--- src/sv/assert_macros.svh ---
// Assertion macros used by the top-level RTL.
`ifndef ASSERT_MACROS_SVH
`define ASSERT_MACROS_SVH

// Implication checked on every clock edge outside reset.
`define ASSERT_IMPL(label, clk, rst_n, ante, cons, msg) \
    label: assert property (@(posedge clk) disable iff (!rst_n) (ante) |-> (cons)) \
        else $error(msg);

// Next-cycle implication checked outside reset.
`define ASSERT_NEXT(label, clk, rst_n, ante, cons, msg) \
    label: assert property (@(posedge clk) disable iff (!rst_n) (ante) |=> (cons)) \
        else $error(msg);

`endif

--- src/sv/tgfsr_pkg.sv ---
// ----------------------------------------------------------------------------
// tgfsr_pkg
// Shared constants and types of the twisted GFSR random word generator.
// ----------------------------------------------------------------------------
package tgfsr_pkg;
    localparam int unsigned TableDepthDef = 624;
    localparam int unsigned TapOffsetDef  = 397;
    localparam logic [31:0] SeedReset     = 32'd4357;
    localparam logic [31:0] LcgMult       = 32'd69069;
    localparam logic [31:0] TwistMatrix   = 32'h9908B0DF;
    localparam logic [31:0] TemperB       = 32'h9D2C5680;
    localparam logic [31:0] TemperC       = 32'hEFC60000;

    // Commands from the controller to the datapath.
    typedef struct packed {
        logic fill_start;   // load seed word, index 0
        logic fill_step;    // write current word, advance LCG
        logic in_cap;       // capture the request fields
        logic rd_sel_nxt;   // read address is the successor of word i
        logic rd_sel_tap;   // read address is the tap word
        logic cap_a;        // capture read data into word i reg
        logic cap_b;        // capture read data into next reg
        logic cap_t;        // capture tap reg
        logic twist_wr;     // write twisted word at i
        logic twist_adv;    // advance twist index
        logic twist_start;  // reset twist indexes
        logic draw_rd;      // read word at read index
        logic draw_cap;     // capture drawn word, temper, bump index
        logic div_start;    // start remainder unit
        logic out_load;     // load result register
        logic idx_zero;     // read index to 0 (after twist)
    } t_cmd;

    // Status from the datapath.
    typedef struct packed {
        logic fill_last;
        logic twist_last;
        logic need_twist;
        logic div_busy;
    } t_sts;

    function automatic logic [31:0] temper(input logic [31:0] w);
        logic [31:0] y;
        y = w ^ (w >> 11);
        y = y ^ ((y << 7) & TemperB);
        y = y ^ ((y << 15) & TemperC);
        y = y ^ (y >> 18);
        return y;
    endfunction
endpackage

--- src/sv/tgfsr_ctrl.sv ---
// ----------------------------------------------------------------------------
// tgfsr_ctrl
// Sequencer for table fill, twist pass and one draw per request.
// ----------------------------------------------------------------------------
module tgfsr_ctrl (
    input  logic            i_clk,
    input  logic            i_rst_n,
    input  logic            i_cfg_valid,
    output logic            o_cfg_ready,
    input  logic            i_in_valid,
    output logic            o_in_ready,
    output logic            o_out_valid,
    input  logic            i_out_ready,
    input  tgfsr_pkg::t_sts i_sts,
    output tgfsr_pkg::t_cmd o_cmd
);
    import tgfsr_pkg::*;

    typedef enum logic [12:0] {
        S_FILL0 = 13'b0000000000001,
        S_FILL  = 13'b0000000000010,
        S_IDLE  = 13'b0000000000100,
        S_TW0   = 13'b0000000001000,
        S_TWA   = 13'b0000000010000,
        S_TWB   = 13'b0000000100000,
        S_TWT   = 13'b0000001000000,
        S_TWW   = 13'b0000010000000,
        S_TWX   = 13'b0000100000000,
        S_DRD   = 13'b0001000000000,
        S_DCAP  = 13'b0010000000000,
        S_DIV   = 13'b0100000000000,
        S_OUT   = 13'b1000000000000
    } t_state;

    t_state r_state, n_state;
    logic   r_out_valid, n_out_valid;
    logic   w_in_acc;

    assign o_cfg_ready = (r_state == S_IDLE) && !r_out_valid && !i_in_valid;
    assign o_in_ready  = (r_state == S_IDLE) && !r_out_valid;
    assign o_out_valid = r_out_valid;
    assign w_in_acc    = i_in_valid && o_in_ready;

    // Next state and commands.
    always_comb begin
        n_state     = r_state;
        n_out_valid = r_out_valid;
        o_cmd       = '0;
        if (r_out_valid && i_out_ready) n_out_valid = 1'b0;
        case (r_state)
            S_FILL0: begin
                o_cmd.fill_start = 1'b1;
                n_state = S_FILL;
            end
            S_FILL: begin
                o_cmd.fill_step = 1'b1;
                if (i_sts.fill_last) n_state = S_IDLE;
            end
            S_IDLE: begin
                if (i_cfg_valid && o_cfg_ready) begin
                    n_state = S_FILL0;
                end else if (w_in_acc) begin
                    o_cmd.in_cap = 1'b1;
                    n_state = i_sts.need_twist ? S_TW0 : S_DRD;
                end
            end
            S_TW0: begin
                o_cmd.twist_start = 1'b1;
                n_state = S_TWA;
            end
            S_TWA: begin
                // Read of word i is issued here.
                n_state = S_TWB;
            end
            S_TWB: begin
                o_cmd.cap_a      = 1'b1;
                o_cmd.rd_sel_nxt = 1'b1;
                n_state = S_TWT;
            end
            S_TWT: begin
                o_cmd.cap_b      = 1'b1;
                o_cmd.rd_sel_tap = 1'b1;
                n_state = S_TWW;
            end
            S_TWW: begin
                o_cmd.cap_t = 1'b1;
                n_state = S_TWX;
            end
            S_TWX: begin
                // Write the twisted word i and move on.
                o_cmd.twist_wr  = 1'b1;
                o_cmd.twist_adv = 1'b1;
                if (i_sts.twist_last) begin
                    o_cmd.idx_zero = 1'b1;
                    n_state = S_DRD;
                end else begin
                    n_state = S_TWA;
                end
            end
            S_DRD: begin
                o_cmd.draw_rd = 1'b1;
                n_state = S_DCAP;
            end
            S_DCAP: begin
                o_cmd.draw_cap  = 1'b1;
                o_cmd.div_start = 1'b1;
                n_state = S_DIV;
            end
            S_DIV: begin
                if (!i_sts.div_busy) n_state = S_OUT;
            end
            S_OUT: begin
                if (!r_out_valid || i_out_ready) begin
                    o_cmd.out_load = 1'b1;
                    n_out_valid    = 1'b1;
                    n_state        = S_IDLE;
                end
            end
            default: n_state = S_FILL0;
        endcase
    end

    // State and output valid registers.
    always_ff @(posedge i_clk) begin
        if (!i_rst_n) begin
            r_state     <= S_FILL0;
            r_out_valid <= 1'b0;
        end else begin
            r_state     <= n_state;
            r_out_valid <= n_out_valid;
        end
    end
endmodule

--- config.mk ---
export PLATFORM = sky130hd
export DESIGN_NAME = tgfsr_ctrl
export DESIGN_NICKNAME = d
export VERILOG_FILES = /design/src/sv/assert_macros.svh /design/src/sv/tgfsr_pkg.sv /design/src/sv/tgfsr_ctrl.sv
export SDC_FILE = /design/constraint.sdc
export NUM_CORES = 1
export LEC_CHECK = 0
export ABC_CLOCK_PERIOD_IN_PS = 2100
export BUFFER_PORTS_ARGS = -buffer_cell sky130_fd_sc_hd__buf_2
export CAP_MARGIN = 20
export CORE_MARGIN = 5
export CORE_UTILIZATION = 50
export CTS_CLUSTER_DIAMETER = 40
export DETAILED_ROUTE_END_ITERATION = 8
export PLACE_DENSITY_LB_ADDON = 0.1
export SLEW_MARGIN = 30
export SYNTH_ARGS = -nofsm -noshare
export SYNTH_HDL_FRONTEND = slang
export SYNTH_SLANG_ARGS = --single-unit
--- constraint.sdc ---
create_clock -name i_clk -period 2.1 [get_ports i_clk]
set_clock_uncertainty 0.15 [all_clocks]
set_input_delay 0 -clock i_clk [delete_from_list [all_inputs] [get_ports i_clk]]
set_output_delay 0 -clock i_clk [all_outputs]
set_load 0.01 [all_outputs]
==> flow_summary.json, run 1 <==
{
  "failed_checks": "negative setup slack",
  "dp_hpwl_mm": 1.83,
  "rr_startpoint": "r_state[4]",
  "fin_setup_tns_ns": -0.0138,
  "htree_levels": 1,
  "r2r-end": "r_state[9]",
  "cts_made_buffers": 3,
  "via_per_inst": 5.48,
  "endpoint_kind": "output port",
  "critical-path-max-stage-delay_ns": 0.38,
  "synth_warnings": 0,
  "crit_arrival_ns": 1.96,
  "min_period_over_period": 1.01,
  "io_pins": 28,
  "yosysMostFrequentCell": "dfxtp_1",
  "cp_num_cells": 6,
  "synthFlopType": "dfxtp_1",
  "grt_pass1_wl_mm": 4.11,
  "worstPathRequired_ns": 1.95,
  "worstPathCellList": "nor4_4 -> buf_4 -> nand4_1 -> nor2_1 -> and2_1 -> buf_2",
  "wirelength_mm": 2.60,
  "n_antenna_cell": 0,
  "synthTopCellsByCount": "14 x dfxtp_1, 13 x nor2_1, 8 x and2_1, 7 x nand2_1",
  "grt_overflow": 0,
  "crit_start": "r_state[4]",
  "wl_per_cell_microns": 14.8,
  "die_w_microns": 53.3,
  "clkLatencyLatePin_ns": 0.29,
  "setup_violations": 1,
  "worst_slew_margin_rel": 0.763,
  "p_total_uw": 651,
  "endpoint": "o_cmd[13]",
  "power.density_nw_per_um2": 521,
  "num_rows": 15,
  "grt_max_degree": 11,
  "first_global_vias": 890,
  "p_leak_uw": 0.000607,
  "place.gp.congestion": 0.920,
  "hold_path_class": "in2reg",
  "cts_sinks": 14,
  "die_y_microns": 53.3,
  "clk_pin_slew_ns": 0.09,
  "ys_ff_latch": 14,
  "drv_slew": 0,
  "drtIter0Drc": 22,
  "track_usage": 0.198,
  "status": "finished, violations left",
  "drt_first_pass_iters": 4,
  "fmax_ghz": 0.473,
  "syn_area_per_cell_sq_um": 8.21,
  "synth_edf_count": 0,
  "fin_ws_ns": -0.0138,
  "dpl_cell_area_sq_um": 1060,
  "start_util": 0.536,
  "fin_area_sq_um": 1250,
  "synth_nets": 123,
  "finalNetCount": 161,
  "drc_errors": 0,
  "ys_async_sr_fraction": 0,
  "synth_area_sq_um": 936,
  "fillerInstances": 143,
  "path_delay_family": "simple AND/OR/NAND/NOR gates",
  "via_count": 965,
  "synth.distinct_cells": 44,
  "numPortBuffers": 27,
  "layout-drive-gt1-share": 0.371,
  "critPathMaxFanout": 5,
  "worstRegToRegCells": 7,
  "yosysSeqAreaShare": 0.299,
  "hold_viol": 0,
  "peakVddDrop_uv": 364,
  "critPathBufInv": 2,
  "min_period_ns": 2.11,
  "synth_top_area_cell": "dfxtp_1",
  "drv_cap": 0,
  "tritoncts": "built",
  "core_region_area_sq_um": 1750,
  "synthCells": 114,
  "path_class": "reg2out",
  "final_antenna_net_count": 0,
  "start_kind": "flop",
  "cts-root-buf": "clkbuf_4",
  "synth_area_leaders": "dfxtp_1 30%, and2_1 5.3%, nor2_1 5.2%, buf_4 3.2%, nand2_1 2.8%",
  "grt_antenna_before_repair": 0,
  "synth_top_area_share": 0.299,
  "area_growth_syn_to_layout_pct": 33.6,
  "dieArea_sq_um": 2840,
  "final_core_util": 0.716,
  "hold_slack_ns": 0.332,
  "rrSetupSlack_ns": 0.18,
  "clk_path_buf_depth": 2,
  "cp_slowest_cell": "dfxtp_2",
  "tightest_slew_ns": 0.352
}
==> tightest hold or removal path: stages <==
cell and delay (ns):
dlygate4sd3_1 0.53, buf_2 0.13, nand2_1 0.05, nor2_1 0.03
==> worst min path at each step <==
stage	end	cells past startpoint	slack, ns	start
5_1_grt	r_state[3]	4	0.36	i_sts[1]
6_report	r_state[3]	4	0.33	i_sts[1]
3_5_place_dp	r_state[3]	3	0.09	i_sts[1]
2_1_floorplan	o_cfg_ready	1	-0.1	i_in_valid
4_1_cts	r_state[3]	4	0.33	i_sts[1]
3_3_place_gp	r_state[3]	3	0.09	i_sts[1]
==> stage by stage <==
step	cells	setup WS, ns
finish	176	-0.0138
global route	176	-0.0666
CTS	174	0.0305
detailed placement	160	0.213
global placement	160	0.231
floorplan	114	0.311
==> flip-flops by register name, indices dropped and copies added, names as in the netlist <==
register / flops
r_state: 13
o_out_valid: 1
==> layer usage <==
layer	vias up	global-route usage	part of all wire
met1	436	0.250	0.41
met4	0	0.0638	0.021
met3	7	0.0338	0.065
met5	-	0	0
met2	38	0.335	0.51
li1	484	-	-
==> cells in the final DEF, fill, tap and decap left out, types with 3 or more instances in the layout <==
cell           instances
buf_2                 27
nor2_1                13
dlygate4sd3_1          8
dfxtp_1                8
and2_1                 7
nand2_1                7
dfxtp_2                6
inv_1                  5
o21ai_0                5
a21oi_1                4
buf_4                  4
nand4_1                3
xor2_1                 3
clkbuf_4               3
==> report_power, final <==
part           total, uW  switching (uW)  internal (uW)
registers            302            25.9            276
logic                145            69.3           76.1
clock network        204            98.2            106
==> final cells by class <==
| cell class | instances | area, sq um | area share |
|---|---|---|---|
| repair buffers | 39 | 245 | 0.196 |
| flip-flops and latches | 14 | 288 | 0.230 |
| well taps | 25 | 31.3 | 0.0250 |
| clock buffers | 4 | 36.3 | 0.0290 |
| multi-input cells | 89 | 631 | 0.505 |
| inverters | 5 | 18.8 | 0.0150 |
==> kinds of logic after synthesis <==
kind of cell    Yosys count  share of synthesized area
flops                    14                      0.299
buf+inv                  11                     0.0695
simple gates             67                      0.471
xor+xnor                  5                     0.0468
compound gates           17                      0.114
==> timing repair <==
action / CTS / global route
endpoints found under the hold margin: 13 / 0
pin swaps: 1 / 3
setup buffers: 2 / 2
gates resized for setup: 0 / 13
setup endpoints to repair: 1 / 11
hold buffers: 8 / 0
No activity file was read; power rests on OpenSTA's default activity.
==> run 2, diff against run 1 <==
CORE_MARGIN = not set   (was 5)
==> run 2 against run 1 <==
Net effect: the flow now finishes without violations; maximum frequency is 2.2% higher; global-route usage is 3.8 points higher; sequential power is 2% lower; clock power is 20% lower; utilization is 3.5 points lower; non-clock buffer count is 3 lower; critical endpoint is now o_cmd[10]; largest power group unchanged.
==> flow_summary.json, run 2 (synthesis gave the netlist of run 1 again) <==
{
  "start_kind": "flop",
  "rr_startpoint": "r_state[8]",
  "area_growth_syn_to_layout_pct": 27.0,
  "power.density_nw_per_um2": 500,
  "wl_per_cell_microns": 13.5,
  "min_period_over_period": 0.985,
  "grt_pass1_wl_mm": 3.42,
  "finalNetCount": 158,
  "cp_slowest_cell": "or4_4",
  "tritoncts": "built",
  "hold_path_class": "in2reg",
  "clkLatencyLatePin_ns": 0.29,
  "worstPathCellList": "or4_4 -> nor3_4 -> nand2_2 -> nor3b_2 -> buf_2",
  "numPortBuffers": 27,
  "io_pins": 28,
  "hold_viol": 0,
  "peakVddDrop_uv": 400,
  "cts-root-buf": "clkbuf_4",
  "cts_made_buffers": 3,
  "final_cell_mix": "27 x buf_2, 13 x nor2_1, 12 x dfxtp_1",
  "clk_pin_slew_ns": 0.09,
  "drv_slew": 0,
  "via_per_inst": 5.59,
  "min_path_cells": 4,
  "grt_max_degree": 11,
  "final_common_cell": "buf_2",
  "critical-path-max-stage-delay_ns": 0.60,
  "die_w_microns": 45.3,
  "wirelength_mm": 2.32,
  "track_usage": 0.236,
  "dp_hpwl_mm": 1.71,
  "n_antenna_cell": 0,
  "tightest_slew_ns": 0.342,
  "htree_levels": 1,
  "r2r-end": "r_state[0]",
  "fillerInstances": 151,
  "endpoint_kind": "output port",
  "layout-drive-gt1-share": 0.327,
  "first_global_vias": 787,
  "fin_ws_ns": 0.0309,
  "worstRegToRegCells": 4,
  "p_leak_uw": 0.000583,
  "drtIter0Drc": 14,
  "whs_endpoint": "r_state[3]",
  "post-place-cells": 160,
  "status": "finished, final reports clean",
  "place.gp.congestion": 0.856,
  "cts_sinks": 14,
  "die_y_microns": 45.3,
  "drt_first_pass_iters": 4,
  "num_rows": 15,
  "place_ws_ns": 0.216,
  "worst_slew_margin_rel": 0.770,
  "drv_cap": 0,
  "largest_register": "r_state",
  "drc_errors": 0,
  "rrSetupSlack_ns": 0.20,
  "clk_path_buf_depth": 2,
  "critPathMaxFanout": 7,
  "fin_setup_tns_ns": 0,
  "grt_antenna_before_repair": 0,
  "core_region_area_sq_um": 1750,
  "worstHoldStart": "i_sts[1]",
  "largest_reg_flops": 13,
  "worstPathRequired_ns": 1.95,
  "p_total_uw": 594,
  "start_util": 0.536,
  "fmax_ghz": 0.483,
  "path_class": "reg2out",
  "crit_arrival_ns": 1.92,
  "min_period_ns": 2.07,
  "via_count": 962,
  "setup_violations": 0,
  "grt_overflow": 0,
  "dieArea_sq_um": 2050,
  "stdcell_count": 172,
  "final_antenna_net_count": 0
}
==> run 2: critical path: cells and delay by family, from the launching register on <==
family / cells / cell delay (ns)
DFF: 1 / 0.39
and+or+nand+nor: 4 / 1.08
buffers and inverters: 1 / 0.16
==> run 2: where the power goes <==
group / internal (uW) / total [uW] / switching, uW
combinational: 69.4 / 135 / 65.1
clock: 66.6 / 163 / 96.1
sequential: 275 / 296 / 21.1
==> run 2: worst max path at each step <==
stage                     depth (start not counted)    endpoint       start
after floorplan                                   6  r_state[6]  r_state[0]
after global placement                            5  r_state[5]  r_state[4]
after detailed placement                          5  r_state[0]  r_state[8]
after CTS                                         5    o_cmd[0]  r_state[4]
after global routing                              4   o_cmd[11]  r_state[1]
final                                             5   o_cmd[10]  r_state[8]
==> run 2: metrics by stage <==
stage / util / hold WS [ns] / cell area, sq um
5_1_grt: 0.681 / 0.349 / 1190
2_1_floorplan: - / -0.0993 / 936
3_3_place_gp: 0.605 / 0.0917 / 1060
3_5_place_dp: 0.605 / 0.0854 / 1060
4_1_cts: 0.664 / 0.332 / 1160
6_report: 0.681 / 0.335 / 1190
==> run 2: layout make-up <==
| type | instances | area (sq um) | area share |
|---|---|---|---|
| Clock buffer | 3 | 22.5 | 0.0189 |
| Tap cell | 25 | 31.3 | 0.0263 |
| Multi-Input combinational cell | 89 | 611 | 0.514 |
| Timing Repair Buffer | 36 | 223 | 0.187 |
| Sequential cell | 14 | 283 | 0.238 |
| Inverter | 5 | 18.8 | 0.0158 |
==> run 2: metal layers <==
| metal | part of all wire | track usage | vias up |
|---|---|---|---|
| li1 | - | - | 478 |
| met1 | 0.47 | 0.320 | 447 |
| met2 | 0.47 | 0.374 | 33 |
| met3 | 0.052 | 0.0400 | 4 |
| met4 | 0.012 | 0.0848 | 0 |
| met5 | 0 | 0 | - |
==> run 2: repair_timing <==
item,CTS,global route
hold buffers,8,0
setup buffers,0,1
endpoints found under the hold margin,13,0
resized for setup,0,7
endpoints found under the setup margin,0,6
